`config.mk`:
```
export PLATFORM = sky130hd
export DESIGN_NAME = stx_etx_bcc_status_frame_receiver
export DESIGN_NICKNAME = d
export VERILOG_FILES = /design/src/rtl/stxr_pkg.sv /design/src/rtl/stxr_front.sv /design/src/rtl/stxr_queue.sv /design/src/rtl/stxr_back.sv /design/src/rtl/stx_etx_bcc_status_frame_receiver.sv
export SDC_FILE = /design/constraint.sdc
export NUM_CORES = 1
export LEC_CHECK = 0
export BUFFER_PORTS_ARGS = -buffer_cell sky130_fd_sc_hd__buf_4
export CORE_ASPECT_RATIO = 1.2
export CORE_MARGIN = 3
export CORE_UTILIZATION = 40
export DETAILED_ROUTE_END_ITERATION = 8
export GPL_ROUTABILITY_DRIVEN = 0
export GPL_TIMING_DRIVEN = 0
export SYNTH_ARGS = -nofsm -noshare
export SYNTH_HDL_FRONTEND = slang
export SYNTH_SLANG_ARGS = --single-unit
```
`constraint.sdc`:
```
create_clock -name clock -period 7 [get_ports clock]
set_clock_uncertainty 0.2 [all_clocks]
set_input_delay 0.35 -clock clock [delete_from_list [all_inputs] [get_ports clock]]
set_output_delay 0.35 -clock clock [all_outputs]
set_load 0.01 [all_outputs]
```
`src/rtl/stxr_pkg.sv`:
```
// shared types and constants of the stx/etx status frame receiver
// no dependencies; used by every module of the block

package stxr_pkg;

   // frame layout
   localparam logic [7:0] STX_BYTE       = 8'h02;
   localparam logic [7:0] ETX_BYTE       = 8'h03;
   localparam logic [4:0] POS_HUNT       = 5'd0;
   localparam logic [4:0] POS_BOARD      = 5'd1;
   localparam logic [4:0] POS_DATA_FIRST = 5'd4;
   localparam logic [4:0] POS_ETX        = 5'd28;
   localparam logic [4:0] POS_BCC        = 5'd29;

   // channel records held per frame
   localparam int FRAME_CHANNELS = 8;
   localparam int CH_IDX_W       = 3;

   // byte within a channel's three-byte group
   localparam logic [1:0] SUB_STATE = 2'd0;
   localparam logic [1:0] SUB_HIGH  = 2'd1;
   localparam logic [1:0] SUB_LOW   = 2'd2;

   // register map
   localparam logic REG_VOLTAGE = 1'b0;
   localparam logic [7:0] VOLTAGE_RESET = 8'd220;

   // finished frame handed from front to back
   typedef struct packed {
      logic       bad;
      logic [7:0] node_id;
   } frame_desc_type;

   // one channel record read by the back part
   typedef struct packed {
      logic        switched_on;
      logic [15:0] current_ma;
   } chan_rec_type;

endpackage

```
`src/rtl/stxr_front.sv`:
```
// front part: hunts for the start byte, collects the frame, checks end and check bytes
// holds two banks of channel records; depends on stxr_pkg

module stxr_front
   import stxr_pkg::*;
(
   input  logic                clock,
   input  logic                reset,
   input  logic                req_valid,
   output logic                req_ready,
   input  logic [7:0]          req_rx_byte,
   input  logic                q_full,
   output logic                q_push,
   output frame_desc_type      q_push_desc,
   input  logic                rd_bank,
   input  logic [CH_IDX_W-1:0] rd_ch,
   output chan_rec_type        rd_rec
);

   logic [4:0]          pos_ff, pos_in;
   logic [7:0]          xor_ff, xor_in;
   logic [7:0]          board_ff, board_in;
   logic                etx_ok_ff, etx_ok_in;
   logic [CH_IDX_W-1:0] ch_ff, ch_in;
   logic [1:0]          sub_ff, sub_in;
   logic                bank_ff, bank_in;
   logic                accept;
   logic                data_we;

   // channel record banks, one per frame in flight
   logic                on_ff [2][FRAME_CHANNELS];
   logic [7:0]          hi_ff [2][FRAME_CHANNELS];
   logic [7:0]          lo_ff [2][FRAME_CHANNELS];

   assign req_ready = !q_full;
   assign accept    = req_valid && req_ready;

   // byte classification and frame bookkeeping
   always_comb begin
      pos_in      = pos_ff;
      xor_in      = xor_ff;
      board_in    = board_ff;
      etx_ok_in   = etx_ok_ff;
      ch_in       = ch_ff;
      sub_in      = sub_ff;
      bank_in     = bank_ff;
      data_we     = 1'b0;
      q_push      = 1'b0;
      q_push_desc = '{bad: (!etx_ok_ff) || (req_rx_byte != xor_ff), node_id: board_ff};
      if (accept) begin
         if (pos_ff == POS_HUNT) begin
            if (req_rx_byte == STX_BYTE) begin
               pos_in = POS_BOARD;
               xor_in = req_rx_byte;
               ch_in  = '0;
               sub_in = SUB_STATE;
            end
         end else if (pos_ff < POS_BCC) begin
            xor_in = xor_ff ^ req_rx_byte;
            pos_in = pos_ff + 5'd1;
            if (pos_ff == POS_BOARD) begin
               board_in = req_rx_byte;
            end
            if (pos_ff == POS_ETX) begin
               etx_ok_in = (req_rx_byte == ETX_BYTE);
            end
            if (pos_ff >= POS_DATA_FIRST && pos_ff < POS_ETX) begin
               data_we = 1'b1;
               if (sub_ff == SUB_LOW) begin
                  sub_in = SUB_STATE;
                  ch_in  = ch_ff + 1'b1;
               end else begin
                  sub_in = sub_ff + 2'd1;
               end
            end
         end else begin
            // check byte closes the frame
            q_push  = 1'b1;
            pos_in  = POS_HUNT;
            xor_in  = '0;
            bank_in = !bank_ff;
         end
      end
   end

   // control state
   always_ff @(posedge clock) begin
      if (reset) begin
         pos_ff  <= POS_HUNT;
         xor_ff  <= '0;
         bank_ff <= 1'b0;
      end else begin
         pos_ff  <= pos_in;
         xor_ff  <= xor_in;
         bank_ff <= bank_in;
      end
   end

   // frame payload registers
   always_ff @(posedge clock) begin
      board_ff  <= board_in;
      etx_ok_ff <= etx_ok_in;
      ch_ff     <= ch_in;
      sub_ff    <= sub_in;
   end

   // channel record writes
   always_ff @(posedge clock) begin
      if (data_we) begin
         case (sub_ff)
            SUB_STATE: on_ff[bank_ff][ch_ff] <= req_rx_byte[0];
            SUB_HIGH:  hi_ff[bank_ff][ch_ff] <= req_rx_byte;
            default:   lo_ff[bank_ff][ch_ff] <= req_rx_byte;
         endcase
      end
   end

   // read port for the back part
   assign rd_rec = '{switched_on: on_ff[rd_bank][rd_ch],
                     current_ma: {hi_ff[rd_bank][rd_ch], lo_ff[rd_bank][rd_ch]}};

endmodule

```
`src/rtl/stxr_queue.sv`:
```
// two-entry queue of finished frame descriptors between front and back
// depends on stxr_pkg

module stxr_queue
   import stxr_pkg::*;
(
   input  logic           clock,
   input  logic           reset,
   input  logic           push,
   input  frame_desc_type push_desc,
   input  logic           pop,
   output logic           full,
   output logic           not_empty,
   output frame_desc_type head
);

   frame_desc_type slot_ff [2];
   logic           wr_ptr_ff, wr_ptr_in;
   logic           rd_ptr_ff, rd_ptr_in;
   logic [1:0]     count_ff, count_in;

   assign full      = (count_ff == 2'd2);
   assign not_empty = (count_ff != 2'd0);
   assign head      = slot_ff[rd_ptr_ff];

   // pointer and count update
   always_comb begin
      wr_ptr_in = push ? !wr_ptr_ff : wr_ptr_ff;
      rd_ptr_in = pop ? !rd_ptr_ff : rd_ptr_ff;
      count_in  = count_ff + {1'b0, push} - {1'b0, pop};
   end

   always_ff @(posedge clock) begin
      if (reset) begin
         wr_ptr_ff <= 1'b0;
         rd_ptr_ff <= 1'b0;
         count_ff  <= '0;
      end else begin
         wr_ptr_ff <= wr_ptr_in;
         rd_ptr_ff <= rd_ptr_in;
         count_ff  <= count_in;
      end
   end

   // slot storage
   always_ff @(posedge clock) begin
      if (push) begin
         slot_ff[wr_ptr_ff] <= push_desc;
      end
   end

endmodule

```
`src/rtl/stxr_back.sv`:
```
// back part: walks the channels of a good frame, or gives one error beat for a bad one
// fills the result register from the front banks' channel records; depends on stxr_pkg

module stxr_back
   import stxr_pkg::*;
#(
   parameter int CHANNELS = 8
) (
   input  logic                clock,
   input  logic                reset,
   input  logic [7:0]          voltage,
   input  logic                q_not_empty,
   input  frame_desc_type      q_head,
   output logic                q_pop,
   output logic                rd_bank,
   output logic [CH_IDX_W-1:0] rd_ch,
   input  chan_rec_type        rd_rec,
   output logic                rsp_valid,
   input  logic                rsp_ready,
   output logic [3:0]          rsp_channel_number,
   output logic [7:0]          rsp_node_id,
   output logic                rsp_switched_on,
   output logic [15:0]         rsp_current_ma,
   output logic [23:0]         rsp_power_mw,
   output logic                rsp_frame_status,
   output logic                rsp_last_of_frame
);

   localparam int NCH = (CHANNELS > FRAME_CHANNELS) ? FRAME_CHANNELS : CHANNELS;
   localparam logic [CH_IDX_W-1:0] LAST_CH = CH_IDX_W'(NCH - 1);

   logic                bank_ff, bank_in;
   logic [CH_IDX_W-1:0] ch_ff, ch_in;
   logic                valid_ff, valid_in;
   logic                load;
   logic                last_ch;

   logic [3:0]  chnum_ff;
   logic [7:0]  board_ff;
   logic        on_ff;
   logic [15:0] ma_ff;
   logic [23:0] mw_ff;
   logic        status_ff;
   logic        last_ff;

   assign rd_bank = bank_ff;
   assign rd_ch   = ch_ff;
   assign load    = q_not_empty && (!valid_ff || rsp_ready);
   assign last_ch = (ch_ff == LAST_CH);
   assign q_pop   = load && (q_head.bad || last_ch);

   // channel walk and frame release
   always_comb begin
      bank_in  = bank_ff;
      ch_in    = ch_ff;
      valid_in = valid_ff;
      if (load) begin
         valid_in = 1'b1;
         if (q_pop) begin
            ch_in   = '0;
            bank_in = !bank_ff;
         end else begin
            ch_in = ch_ff + 1'b1;
         end
      end else if (rsp_ready) begin
         valid_in = 1'b0;
      end
   end

   always_ff @(posedge clock) begin
      if (reset) begin
         bank_ff  <= 1'b0;
         ch_ff    <= '0;
         valid_ff <= 1'b0;
      end else begin
         bank_ff  <= bank_in;
         ch_ff    <= ch_in;
         valid_ff <= valid_in;
      end
   end

   // result register, power product registered here
   always_ff @(posedge clock) begin
      if (load) begin
         if (q_head.bad) begin
            chnum_ff  <= '0;
            board_ff  <= '0;
            on_ff     <= 1'b0;
            ma_ff     <= '0;
            mw_ff     <= '0;
            status_ff <= 1'b1;
            last_ff   <= 1'b1;
         end else begin
            chnum_ff  <= 4'({1'b0, ch_ff}) + 4'd1;
            board_ff  <= q_head.node_id;
            on_ff     <= rd_rec.switched_on;
            ma_ff     <= rd_rec.current_ma;
            mw_ff     <= 24'(voltage) * 24'(rd_rec.current_ma);
            status_ff <= 1'b0;
            last_ff   <= last_ch;
         end
      end
   end

   assign rsp_valid          = valid_ff;
   assign rsp_channel_number = chnum_ff;
   assign rsp_node_id        = board_ff;
   assign rsp_switched_on    = on_ff;
   assign rsp_current_ma     = ma_ff;
   assign rsp_power_mw       = mw_ff;
   assign rsp_frame_status   = status_ff;
   assign rsp_last_of_frame  = last_ff;

endmodule

```
`src/rtl/stx_etx_bcc_status_frame_receiver.sv`:
```
// top level of the stx/etx status frame receiver: front, descriptor queue, back, csr
// depends on stxr_pkg, stxr_front, stxr_queue, stxr_back
//
//   channel   direction   ports
//   req       in          req_valid, req_ready, req_rx_byte
//   rsp       out         rsp_valid, rsp_ready, rsp_* result fields
//   csr       in/out      apb port, csr_psel through csr_pready
//
// the front takes one byte a cycle unless the queue is full; a good frame gives
// min(CHANNELS, 8) result beats, one a cycle unless rsp_ready stalls the back.
// two channel banks and a two-entry queue let the front collect the next frame
// while the back drains; the front stalls only when both banks hold frames.
// a bad frame gives one error beat; results pass the queue and the result register.
// synchronous active-high reset clears control state and sets voltage to 220.

module stx_etx_bcc_status_frame_receiver
   import stxr_pkg::*;
#(
   parameter int CHANNELS = 8
) (
   input  logic        clock,
   input  logic        reset,
   input  logic        req_valid,
   output logic        req_ready,
   input  logic [7:0]  req_rx_byte,
   output logic        rsp_valid,
   input  logic        rsp_ready,
   output logic [3:0]  rsp_channel_number,
   output logic [7:0]  rsp_node_id,
   output logic        rsp_switched_on,
   output logic [15:0] rsp_current_ma,
   output logic [23:0] rsp_power_mw,
   output logic        rsp_frame_status,
   output logic        rsp_last_of_frame,
   input  logic        csr_psel,
   input  logic        csr_penable,
   input  logic        csr_pwrite,
   input  logic [2:0]  csr_paddr,
   input  logic [31:0] csr_pwdata,
   output logic [31:0] csr_prdata,
   output logic        csr_pready
);

   logic [7:0]          voltage_ff;
   logic                q_full;
   logic                q_push;
   logic                q_pop;
   logic                q_not_empty;
   frame_desc_type      q_push_desc;
   frame_desc_type      q_head;
   logic                rd_bank;
   logic [CH_IDX_W-1:0] rd_ch;
   chan_rec_type        rd_rec;

   // configuration register
   assign csr_pready = 1'b1;

   always_ff @(posedge clock) begin
      if (reset) begin
         voltage_ff <= VOLTAGE_RESET;
      end else if (csr_psel && csr_penable && csr_pwrite && csr_pready
                   && csr_paddr[2] == REG_VOLTAGE) begin
         voltage_ff <= csr_pwdata[7:0];
      end
   end

   assign csr_prdata = (csr_paddr[2] == REG_VOLTAGE) ? {24'd0, voltage_ff} : 32'd0;

   stxr_front u_front (
      .clock       (clock),
      .reset       (reset),
      .req_valid   (req_valid),
      .req_ready   (req_ready),
      .req_rx_byte (req_rx_byte),
      .q_full      (q_full),
      .q_push      (q_push),
      .q_push_desc (q_push_desc),
      .rd_bank     (rd_bank),
      .rd_ch       (rd_ch),
      .rd_rec      (rd_rec)
   );

   stxr_queue u_queue (
      .clock     (clock),
      .reset     (reset),
      .push      (q_push),
      .push_desc (q_push_desc),
      .pop       (q_pop),
      .full      (q_full),
      .not_empty (q_not_empty),
      .head      (q_head)
   );

   stxr_back #(
      .CHANNELS (CHANNELS)
   ) u_back (
      .clock              (clock),
      .reset              (reset),
      .voltage            (voltage_ff),
      .q_not_empty        (q_not_empty),
      .q_head             (q_head),
      .q_pop              (q_pop),
      .rd_bank            (rd_bank),
      .rd_ch              (rd_ch),
      .rd_rec             (rd_rec),
      .rsp_valid          (rsp_valid),
      .rsp_ready          (rsp_ready),
      .rsp_channel_number (rsp_channel_number),
      .rsp_node_id        (rsp_node_id),
      .rsp_switched_on    (rsp_switched_on),
      .rsp_current_ma     (rsp_current_ma),
      .rsp_power_mw       (rsp_power_mw),
      .rsp_frame_status   (rsp_frame_status),
      .rsp_last_of_frame  (rsp_last_of_frame)
   );

endmodule
```
[Word level (Yosys, flattened, before mapping)]
Memory sizes are Yosys's and may differ from the RTL's. A register that Yosys moved wholly into a read port is not among the register bits.
Cells that the tools add are included.
Operators by class
  multiply operators: 1
  reduce and logical (&&, ||, !) cells: 33
  order comparisons: 6
  equal/unequal tests: 10
  add/subtract/negate cells: 7
  mux-type cells: 60
  bitwise gates (word level): 6
Operator list (count)
  $mux 64: 2
  $mux 8: 10
  $bmux 8 s3: 2
  $mux 1: 29
  $demux 8 s3: 1
  $mul 8x16->24: 1
  $mux 3: 6
  $eq 8x2->1 const B: 2
  $mux 5: 3
  $reduce_and 4->1: 3
  $lt 5x5->1 const B: 2
  $mux 2: 5
  $reduce_bool 2->1: 5
  $ge 4x4->1 const B: 2
  $logic_and 1x1->1: 8
  $ne 8x8->1: 1
  $not 3->4: 2
  $xor 8x8->8: 1
  $logic_not 1->1: 7
  $add 3x1->3 const B: 2
  $add 5x1->5 const B: 1
  $eq 5x1->1 const B: 1
  $eq 5x5->1 const B: 1
  $ge 5x3->1 const B: 1
  other kinds (19): 25
Word-level totals
  register bits after elaboration: 100
  memory bits (writable): 290
  memories: 4
  input port bits: 50
  word-level logic and storage cells: 148
Memory list
  u_front.hi_ff: depth 2, bits a word 64, read ports 1, clocked after memory_dff 1, write ports 1, RTL line stxr_front.sv:32  | logic [7:0] hi_ff [2][FRAME_CHANNELS];
  u_front.lo_ff: depth 2, bits a word 64, read ports 1, clocked after memory_dff 1, write ports 1, RTL line stxr_front.sv:33  | logic [7:0] lo_ff [2][FRAME_CHANNELS];
  u_queue.slot_ff: depth 2, bits a word 9, read ports 1, clocked after memory_dff 1, write ports 1, RTL line stxr_queue.sv:17  | frame_desc_type slot_ff [2];
  u_front.on_ff: depth 2, bits a word 8, read ports 1, clocked after memory_dff 1, write ports 1, RTL line stxr_front.sv:31  | logic on_ff [2][FRAME_CHANNELS];

[Logic depth before layout (Yosys ltp)]
Gate-level depths: netlist of run 1.
  depth after elaboration: 8
  gate-level depth with buffers: 21
  gate-level depth less buffers: 18

[Modules after synthesis]
Synthesis of run 1 repeated with hierarchy kept, for this count alone.
Second synthesis, totals
  cells, all modules: 1375
  area total of the unflattened synthesis: 19872.8 um^2
Modules (own cells, without submodules)
  stxr_front: area an instance 11996.5 um^2, cells an instance 624, instances 1
  stxr_back: area an instance 6404.9 um^2, cells an instance 632, instances 1
  stxr_queue: area an instance 865.8 um^2, cells an instance 49, instances 1
  stx_etx_bcc_status_frame_receiver: area an instance 605.6 um^2, cells an instance 70, instances 1

[Worst setup path before layout of run 1]
OpenSTA, ideal clock, no wires.
  path kind: reg2reg
  from: register u_back.ch_ff[0] (netlist: u_back.rd_ch[0])
  to: register u_back.mw_ff[23] (netlist: u_back.rsp_power_mw[23]) (data pin)
  setup time: 0.260 ns
  stages on the path, launching flop included: 20
  arrival: 5.694 ns
  slack: 0.846 ns
  required time: 6.540 ns
  period minus slack after synthesis: 6.154 ns
  cell sequence: dfxtp_1 > clkbuf_1 > buf_2 > buf_1 > mux4_2 > mux4_2 > and2_1 > fa_1 > fa_1 > fa_1 > inv_1 > fa_1 > inv_1 > ha_1 > and3_1 > and4_1 > a221oi_1 > o211ai_1 > mux2i_1 > nand3_1
On the way
  cells in the longest elaborated chain, start to end: 5
  elaborated cells on any way between the ends: 8
Ends and longest elaborated chain
  start, declared: RTL line stxr_back.sv:33  | logic [CH_IDX_W-1:0] ch_ff, ch_in;
  start signal, assigned: RTL line stxr_back.sv:77  | ch_ff <= ch_in;
  $not 3->4 (implied by the code) (*): RTL line stxr_front.sv:120  | current_ma: {hi_ff[rd_bank][rd_ch], lo_ff[rd_bank][rd_ch]}};
  $bmux 8 s3: RTL line stxr_front.sv:120
  $mux 8 (implied by the code) (2 in a row): RTL line stxr_front.sv:120
  $mul 8x16->24 (*): RTL line stxr_back.sv:98  | mw_ff <= 24'(voltage) * 24'(rd_rec.current_ma);
  end signal, assigned: RTL line stxr_back.sv:98
  end, declared: RTL line stxr_back.sv:42  | logic [23:0] mw_ff;
Every way passes the cells marked *; elsewhere a longest branch is shown, timed or not. The select of a mux whose other input is x is not followed.
A chain may end at the register's enable or synchronous reset.

[Worst setup path after layout of run 1]
Ends and elaborated chain as after synthesis.

==> PnR_summary.wiki, run 1 <==
{| class="wikitable"
! Metric !! Value
|-
| Outcome || complete, no violations
|-
| Number of max-cap violations || 0
|-
| Worst Setup End Kind || register
|-
| Register bit total from synthesis || 392
|-
| Leakage power || 8.24 nW
|-
| Clock transition at the registers of the reported paths || 0.06 ns
|-
| Worst R2R End || u_back.rsp_power_mw[23]
|-
| Worst Path Max Fanout || 10
|-
| Count of buffers inserted at the top-level ports || 88
|-
| Cell count after synthesis || 1343
|-
| CTS max path bufs || 3
|-
| Depth of the worst register-to-register path || 20
|-
| Cell at the root of the clock tree || sky130_fd_sc_hd__clkbuf_16
|-
| Proportion of layout cells with a drive suffix above 1 || 18.8%
|-
| Final cycle utilization of the critical path || 97.0%
|-
| Register area share after synthesis || 58.3%
|-
| Total buffers and inverters traversed by the critical path || 6
|-
| Final setup violation count || 0
|-
| Hold endpoint || u_front.lo_ff[0][47]
|-
| TritonCTS clock tree || built
|-
| Worst hold start || req_rx_byte[7]
|-
| Routed len/inst || 20.9 um
|-
| Startpoint-to-endpoint class of the critical path || register to register
|-
| Synth Cell Area || 0.0196 mm2
|-
| Antenna Violating Nets Remaining || 0
|-
| Startpoint kind of the worst setup timing path || register
|-
| Initial antenna violation count || 0
|-
| Initial Util || 40.6%
|-
| Area after detailed placement || 0.0212 mm2
|-
| Remaining DRCs || 0
|-
| Clock latency reported for the late side of the worst-skew pair || 0.57 ns
|-
| Number of different library cells in the post-synthesis netlist || 59
|-
| Min-Delay Path Depth || 1
|-
| Final instance area || 0.0227 mm2
|-
| Worst slew pin tran || 0.892 ns
|-
| Final-stage net count || 1698
|-
| Global routing usage summed across all routing layers || 17.6%
|-
| Total CTS buffers || 40
|-
| Met2 global-route usage || 32.3%
|-
| Die outline area || 0.0518 mm2
|-
| Minimum clock period || 6.79 ns
|-
| Most repeated cell in the gate-level netlist after synthesis || sky130_fd_sc_hd__edfxtp_1
|-
| Cell accounting for the most synthesized area || sky130_fd_sc_hd__edfxtp_1
|-
| Number of iterations in the first detailed-routing pass || 5
|-
| CP required || 7.10 ns
|-
| Critical path arrival || 6.89 ns
|-
| DR vias/cell || 5.12
|-
| Cell area power density || 232 mW/mm2
|-
| Final max-slew violation count || 0
|-
| Number of enable-type register cells in the synthesized netlist || 359
|-
| CORE AREA || 0.0483 mm2
|-
| Final HPWL DP || 31.6 mm
|-
| Unrepaired setup endpoints after global routing || no
|-
| Startpoint of the worst-slack reg-to-reg timing path || u_back.rd_ch[0]
|-
| CTS H-Tree Depth || 2
|-
| Main area contributors after synthesis || sky130_fd_sc_hd__edfxtp_1, sky130_fd_sc_hd__mux4_2, sky130_fd_sc_hd__fa_1
|-
| Critical path, cell by cell || clkbuf_2 > buf_4 > clkbuf_4 > mux4_2 > mux4_2 > and2_1 > fa_1 > fa_1 > fa_1 > inv_1 > fa_1 > inv_1 > ha_1 > and3_1 > and4_1 > a221oi_1 > o211ai_1 > buf_4 > mux2i_1 > nand3_1
|-
| Met1 track utilization from global routing || 21.5%
|-
| Final hold viol count || 0
|-
| Number of core rows || 88
|-
| Top FF cell, synth || sky130_fd_sc_hd__edfxtp_1
|-
| Ranking of synthesized cells by instance count || sky130_fd_sc_hd__edfxtp_1, sky130_fd_sc_hd__and2_1, sky130_fd_sc_hd__inv_1, sky130_fd_sc_hd__nor2_1, sky130_fd_sc_hd__fa_1
|-
| Remaining Overflow, GRT || 0
|-
| Met3 GRT Util || 2.58%
|-
| Slowest-stage cell, CP || sky130_fd_sc_hd__mux4_2
|-
| Peak clock frequency supported by timing || 0.147 GHz
|-
| ANT cells || 0
|-
| Clock net sink count || 392
|-
| Synth top area share || 54.9%
|-
| Peak-usage layer in the global routing report || met2
|-
| Area growth syn-to-layout || 15.7%
|-
| Kind of path behind the tightest hold check || input pin to register
|-
| Max transition margin || 40.3%
|-
| Fraction of registers with async set/reset || 0%
|-
| Count of synthesis-stage warnings from yosys || 0
|-
| Via count of the first global-routing pass || 11597
|-
| CP max stage delay || 0.64 ns
|-
| First-pass GRT wire length || 69.5 mm
|-
| Critical path's most frequent cell || sky130_fd_sc_hd__fa_1
|-
| Detailed Route Iter0 Violations || 612
|-
| Cell count after placement || 2086
|-
| Height of the chip || 249 um
|-
| Total detailed-routing wirelength || 45.4 mm
|-
| Slack of the worst reg-to-reg path || 0.21 ns
|-
| Crit-path leading delay family || adder cells
|-
| Post-Synthesis Mean Instance Area || 14.6 um2
|-
| Worst vdd rail ir drop || 165 uV
|-
| Post-layout instance count excluding filler cells || 2169
|-
| Die width || 208 um
|-
| Largest net degree at the start of global routing || 54
|-
| Via count || 11105
|-
| Number of top-level pins || 140
|}
worst register-to-register path, cell delays in order, from the launching register on:
cell and delay, ns:
sky130_fd_sc_hd__dfxtp_1 0.34, sky130_fd_sc_hd__clkbuf_2 0.23, sky130_fd_sc_hd__buf_4 0.28, sky130_fd_sc_hd__clkbuf_4 0.30
sky130_fd_sc_hd__mux4_2 0.39, sky130_fd_sc_hd__mux4_2 0.64, sky130_fd_sc_hd__and2_1 0.24, sky130_fd_sc_hd__fa_1 0.55
sky130_fd_sc_hd__fa_1 0.44, sky130_fd_sc_hd__fa_1 0.54, sky130_fd_sc_hd__inv_1 0.05, sky130_fd_sc_hd__fa_1 0.52
sky130_fd_sc_hd__inv_1 0.04, sky130_fd_sc_hd__ha_1 0.36, sky130_fd_sc_hd__and3_1 0.25, sky130_fd_sc_hd__and4_1 0.27
sky130_fd_sc_hd__a221oi_1 0.34, sky130_fd_sc_hd__o211ai_1 0.15, sky130_fd_sc_hd__buf_4 0.19, sky130_fd_sc_hd__mux2i_1 0.14
sky130_fd_sc_hd__nand3_1 0.09
timing repair:
action                                  CTS  global route
pin swaps                                 0             1
hold buffers                             10             0
endpoints found under the hold margin    12             0
buffers inserted                          0             1
endpoints found under the setup margin    9             9
resized for setup                         8             8
stage by stage:
step                setup TNS [ns]  setup slack, ns  utilization [%]  power [mW]  hold slack, ns
global placement             -1.77           -0.405             43.8        3.10           0.225
finish                           0            0.208             47.0        5.27          0.0682
detailed placement           -2.23           -0.490             43.9        3.11           0.230
CTS                              0           0.0668             46.9        5.33          0.0309
global route                     0           0.0115             47.0        5.51          0.0519
floorplan                        0            0.846                -        2.98           0.221
worst max path at each step:
stage / startpoint / slack (ns) / endpoint / cells past startpoint
3_5_place_dp: u_back.rd_ch[0] / -0.49 / u_back.rsp_power_mw[23] / 19
6_report: u_back.rd_ch[0] / 0.21 / u_back.rsp_power_mw[23] / 20
5_1_grt: u_back.rd_ch[2] / 0.01 / u_back.rsp_power_mw[22] / 19
4_1_cts: u_back.rd_ch[0] / 0.07 / u_back.rsp_power_mw[23] / 18
3_3_place_gp: u_back.rd_ch[0] / -0.40 / u_back.rsp_power_mw[23] / 19
2_1_floorplan: u_back.rd_ch[0] / 0.85 / u_back.rsp_power_mw[23] / 19
sequential cells by signal, indices dropped and copies added (netlist names), 16 cells and up, named ones only:
signal                 count
u_back.rsp_power_mw       24
u_front.hi_ff            128
u_queue.slot_ff           18
u_front.on_ff             16
u_back.rsp_current_ma     16
u_front.lo_ff            128
metal layers:
| layer | wire length, um | vias to the layer above |
|---|---|---|
| met4 | 1040 | 0 |
| met3 | 1800 | 60 |
| met5 | 0 | - |
| li1 | - | 5109 |
| met2 | 24300 | 233 |
| met1 | 18200 | 5703 |
area by class of cell:
type / instances / area, um2
buffer: 77 / 475
tap: 630 / 788
sequential: 392 / 11400
clock inverter: 22 / 304
fill: 4227 / 25600
multi-input combinational: 779 / 7390
clock buffer: 50 / 1070
inverter: 118 / 443
timing repair buffer: 101 / 796
cell families (layout without fill, tap and decap cells):
family	Yosys count	in the layout	synth area share, %
and+or+nand+nor	398	398	10.6
DFF	392	392	58.3
buffers and inverters	195	368	4.56
adders and majority gates	139	139	12.1
AOI/OAI and AO/OA	97	97	3.06
muxes	97	97	10.4
xor gates and xnor gates	23	23	1.03
other	2	25	0.0383
cell usage in the layout (no fill, tap or decap), types with 6 or more instances in the layout:
cell / synthesis / layout
sky130_fd_sc_hd__a21o_1: 7 / 7
sky130_fd_sc_hd__a21oi_1: 37 / 37
sky130_fd_sc_hd__and2_1: 138 / 138
sky130_fd_sc_hd__buf_2: 10 / 6
sky130_fd_sc_hd__buf_4: 25 / 116
sky130_fd_sc_hd__bufinv_16: 0 / 6
sky130_fd_sc_hd__clkbuf_1: 33 / 34
sky130_fd_sc_hd__clkbuf_16: 0 / 41
sky130_fd_sc_hd__clkbuf_2: 0 / 8
sky130_fd_sc_hd__conb_1: 2 / 25
sky130_fd_sc_hd__dfxtp_1: 33 / 33
sky130_fd_sc_hd__dlygate4sd3_1: 0 / 10
sky130_fd_sc_hd__edfxtp_1: 359 / 359
sky130_fd_sc_hd__fa_1: 84 / 84
sky130_fd_sc_hd__ha_1: 55 / 55
sky130_fd_sc_hd__inv_1: 116 / 115
sky130_fd_sc_hd__mux2i_1: 12 / 12
sky130_fd_sc_hd__mux4_2: 83 / 83
sky130_fd_sc_hd__nand2_1: 67 / 67
sky130_fd_sc_hd__nand3_1: 14 / 14
sky130_fd_sc_hd__nand3b_1: 16 / 16
sky130_fd_sc_hd__nor2_1: 100 / 100
sky130_fd_sc_hd__nor2b_1: 9 / 9
sky130_fd_sc_hd__nor3_1: 20 / 20
sky130_fd_sc_hd__o21a_1: 8 / 8
sky130_fd_sc_hd__o21ai_1: 16 / 16
sky130_fd_sc_hd__xnor2_1: 11 / 11
sky130_fd_sc_hd__xor2_1: 12 / 12
where the power goes:
group	leakage [nW]	total [mW]	switching, mW	internal, mW
registers	3.50	2.57	0.00414	2.57
clock network	0.665	2.21	0.890	1.32
logic	4.07	0.498	0.294	0.205
total	8.24	5.27	1.19	4.09
No activity file was read; power rests on OpenSTA's default activity.
==> run 2: changes to the inputs <==
==> constraint.sdc (replaced) <==
create_clock -name clock -period 7.5 [get_ports clock]
set_clock_uncertainty 0.2 [all_clocks]
set_input_delay 0.375 -clock clock [delete_from_list [all_inputs] [get_ports clock]]
set_output_delay 0.375 -clock clock [all_outputs]
set_load 0.01 [all_outputs]
==> run 2 against run 1 <==
Flip-flop and latch count unchanged. Via count about the same. Sequential share of layout area rose by 0.078 points. Non-clock buffer count fell by 2. Largest cell class unchanged. First-iteration DRC count rose by 1.6%. Combinational power fell by 7.2%. Setup slack improved by 0.11 ns.
==> PnR_summary.wiki, run 2 (synthesized netlist as in run 1, its figures left out) <==
{| class="wikitable"
! Metric !! Value
|-
| Detailed Route Iter0 Violations || 622
|-
| Routed len/inst || 21.0 um
|-
| Crit-path leading delay family || adder cells
|-
| Count of buffers inserted at the top-level ports || 88
|-
| Worst vdd rail ir drop || 155 uV
|-
| Peak clock frequency supported by timing || 0.139 GHz
|-
| Proportion of layout cells with a drive suffix above 1 || 18.2%
|-
| Outcome || complete, no violations
|-
| CORE AREA || 0.0483 mm2
|-
| ANT cells || 0
|-
| Global routing usage summed across all routing layers || 17.6%
|-
| Area growth syn-to-layout || 15.5%
|-
| Final max-slew violation count || 0
|-
| Initial Util || 40.6%
|-
| Critical path, cell by cell || clkbuf_1 > clkbuf_1 > mux4_2 > mux4_2 > and2_1 > fa_1 > fa_1 > fa_1 > inv_1 > fa_1 > inv_1 > ha_1 > a21oi_1 > o21ai_0 > a221oi_1 > o211ai_1 > mux2i_1 > nand3_1
|-
| Via count || 11111
|-
| CP max stage delay || 0.72 ns
|-
| TritonCTS clock tree || built
|-
| Number of core rows || 88
|-
| Minimum clock period || 7.18 ns
|-
| Remaining DRCs || 0
|-
| Worst Path Max Fanout || 10
|-
| Critical path's most frequent cell || sky130_fd_sc_hd__fa_1
|-
| Total CTS buffers || 40
|-
| Startpoint kind of the worst setup timing path || register
|-
| Largest net degree at the start of global routing || 54
|-
| Final instance area || 0.0227 mm2
|-
| Initial antenna violation count || 0
|-
| Total buffers and inverters traversed by the critical path || 4
|-
| Number of iterations in the first detailed-routing pass || 4
|-
| Summed negative setup slack over all endpoints || 0 ns
|-
| Final hold viol count || 0
|-
| Total number of cells along the worst setup path || 18
|-
| Startpoint of the worst-slack reg-to-reg timing path || u_back.rd_ch[0]
|-
| Max transition margin || 40.3%
|-
| Number of buffers inserted to repair setup after CTS || 0
|-
| Slowest-stage cell, CP || sky130_fd_sc_hd__clkbuf_1
|-
| Critical path arrival || 7.27 ns
|-
| CTS H-Tree Depth || 2
|-
| Slack of the worst reg-to-reg path || 0.32 ns
|-
| CTS max path bufs || 3
|-
| Area after detailed placement || 0.0212 mm2
|-
| Final-stage net count || 1696
|-
| Cell area power density || 217 mW/mm2
|-
| Clock transition at the registers of the reported paths || 0.07 ns
|-
| Depth of the worst register-to-register path || 18
|-
| Via count of the first global-routing pass || 11588
|-
| Unrepaired setup endpoints after global routing || no
|-
| CP required || 7.60 ns
|-
| Worst R2R End || u_back.rsp_power_mw[23]
|-
| Final setup violation count || 0
|-
| First-pass GRT wire length || 69.4 mm
|-
| Clock net sink count || 392
|-
| Number of max-cap violations || 0
|-
| Min-Delay Path Depth || 1
|-
| Hold endpoint || u_front.lo_ff[0][6]
|-
| Antenna Violating Nets Remaining || 0
|-
| Number of top-level pins || 140
|-
| Fillers || 4232
|-
| Most common cell after layout, fill and taps aside || sky130_fd_sc_hd__edfxtp_1
|-
| Clock latency reported for the late side of the worst-skew pair || 0.57 ns
|-
| Remaining Overflow, GRT || 0
|-
| Die outline area || 0.0518 mm2
|-
| Kind of path behind the tightest hold check || input pin to register
|-
| Worst Setup End Kind || register
|-
| Final HPWL DP || 31.6 mm
|-
| Worst hold start || req_rx_byte[6]
|-
| Cell at the root of the clock tree || sky130_fd_sc_hd__clkbuf_16
|-
| Height of the chip || 249 um
|-
| Die width || 208 um
|-
| Total detailed-routing wirelength || 45.4 mm
|-
| DR vias/cell || 5.13
|-
| Final cycle utilization of the critical path || 95.7%
|-
| Worst slew pin tran || 0.895 ns
|-
| Startpoint-to-endpoint class of the critical path || register to register
|-
| Commonest cells after routing, fill and taps aside || sky130_fd_sc_hd__edfxtp_1, sky130_fd_sc_hd__and2_1, sky130_fd_sc_hd__inv_1
|-
| Leakage power || 8.20 nW
|}
run 2: changes by cell type in the layout (fill, tap and decap cells not counted):
cell	previous run	this run
sky130_fd_sc_hd__clkbuf_4	4	0
sky130_fd_sc_hd__buf_4	116	114
sky130_fd_sc_hd__clkbuf_2	8	0
sky130_fd_sc_hd__buf_1	3	4
sky130_fd_sc_hd__buf_2	6	10
sky130_fd_sc_hd__clkbuf_1	34	41
run 2: worst max path at each step:
stage / start / end / slack (ns)
2_1_floorplan: u_back.rd_ch[0] / u_back.rsp_power_mw[23] / 1.35
3_5_place_dp: u_back.rd_ch[0] / u_back.rsp_power_mw[23] / 0.01
6_report: u_back.rd_ch[0] / u_back.rsp_power_mw[23] / 0.32
5_1_grt: u_back.rd_ch[0] / u_back.rsp_power_mw[22] / 0.05
4_1_cts: u_back.rd_ch[0] / u_back.rsp_power_mw[23] / 0.32
3_3_place_gp: u_back.rd_ch[0] / u_back.rsp_power_mw[23] / 0.1
run 2: final cells by class:
cell class	count	area [um2]	area share, %
inverters	118	443	1.95
clock inverters	22	304	1.34
flip-flops and latches	392	11400	50.5
multi-input cells	779	7390	32.6
plain buffers	76	448	1.98
well taps	630	788	3.48
clock buffers	50	1070	4.72
repair buffers	100	788	3.48
run 2: repair_timing:
item | 4_1_cts | 5_1_grt
resized for setup | 0 | 0
hold buffers | 10 | 0
hold endpoints to repair | 12 | 0
endpoints found under the setup margin | 1 | 0
run 2: layer usage:
layer,up-vias,global-route usage [%],share of wire [%]
met1,5710,21.5,40
met2,243,32.3,54
met5,-,0,0
met3,58,2.58,4.1
met4,0,4.70,2.2
li1,5100,-,-
run 2: where the power goes:
group	switching, mW	internal (mW)
clock	0.833	1.23
combinational	0.273	0.189
sequential	0.00392	2.39
run 2: through the flow:
stage	hold slack (ns)	worst slack, ns	total power [mW]	std cells	util, %
CTS	0.0559	0.322	4.98	2167	46.9
finish	0.0884	0.323	4.92	2167	46.9
floorplan	0.221	1.35	2.78	1366	-
global route	0.0769	0.0530	5.14	2167	46.9
global placement	0.225	0.0954	2.89	2084	43.8
detailed placement	0.230	0.0105	2.90	2086	43.9
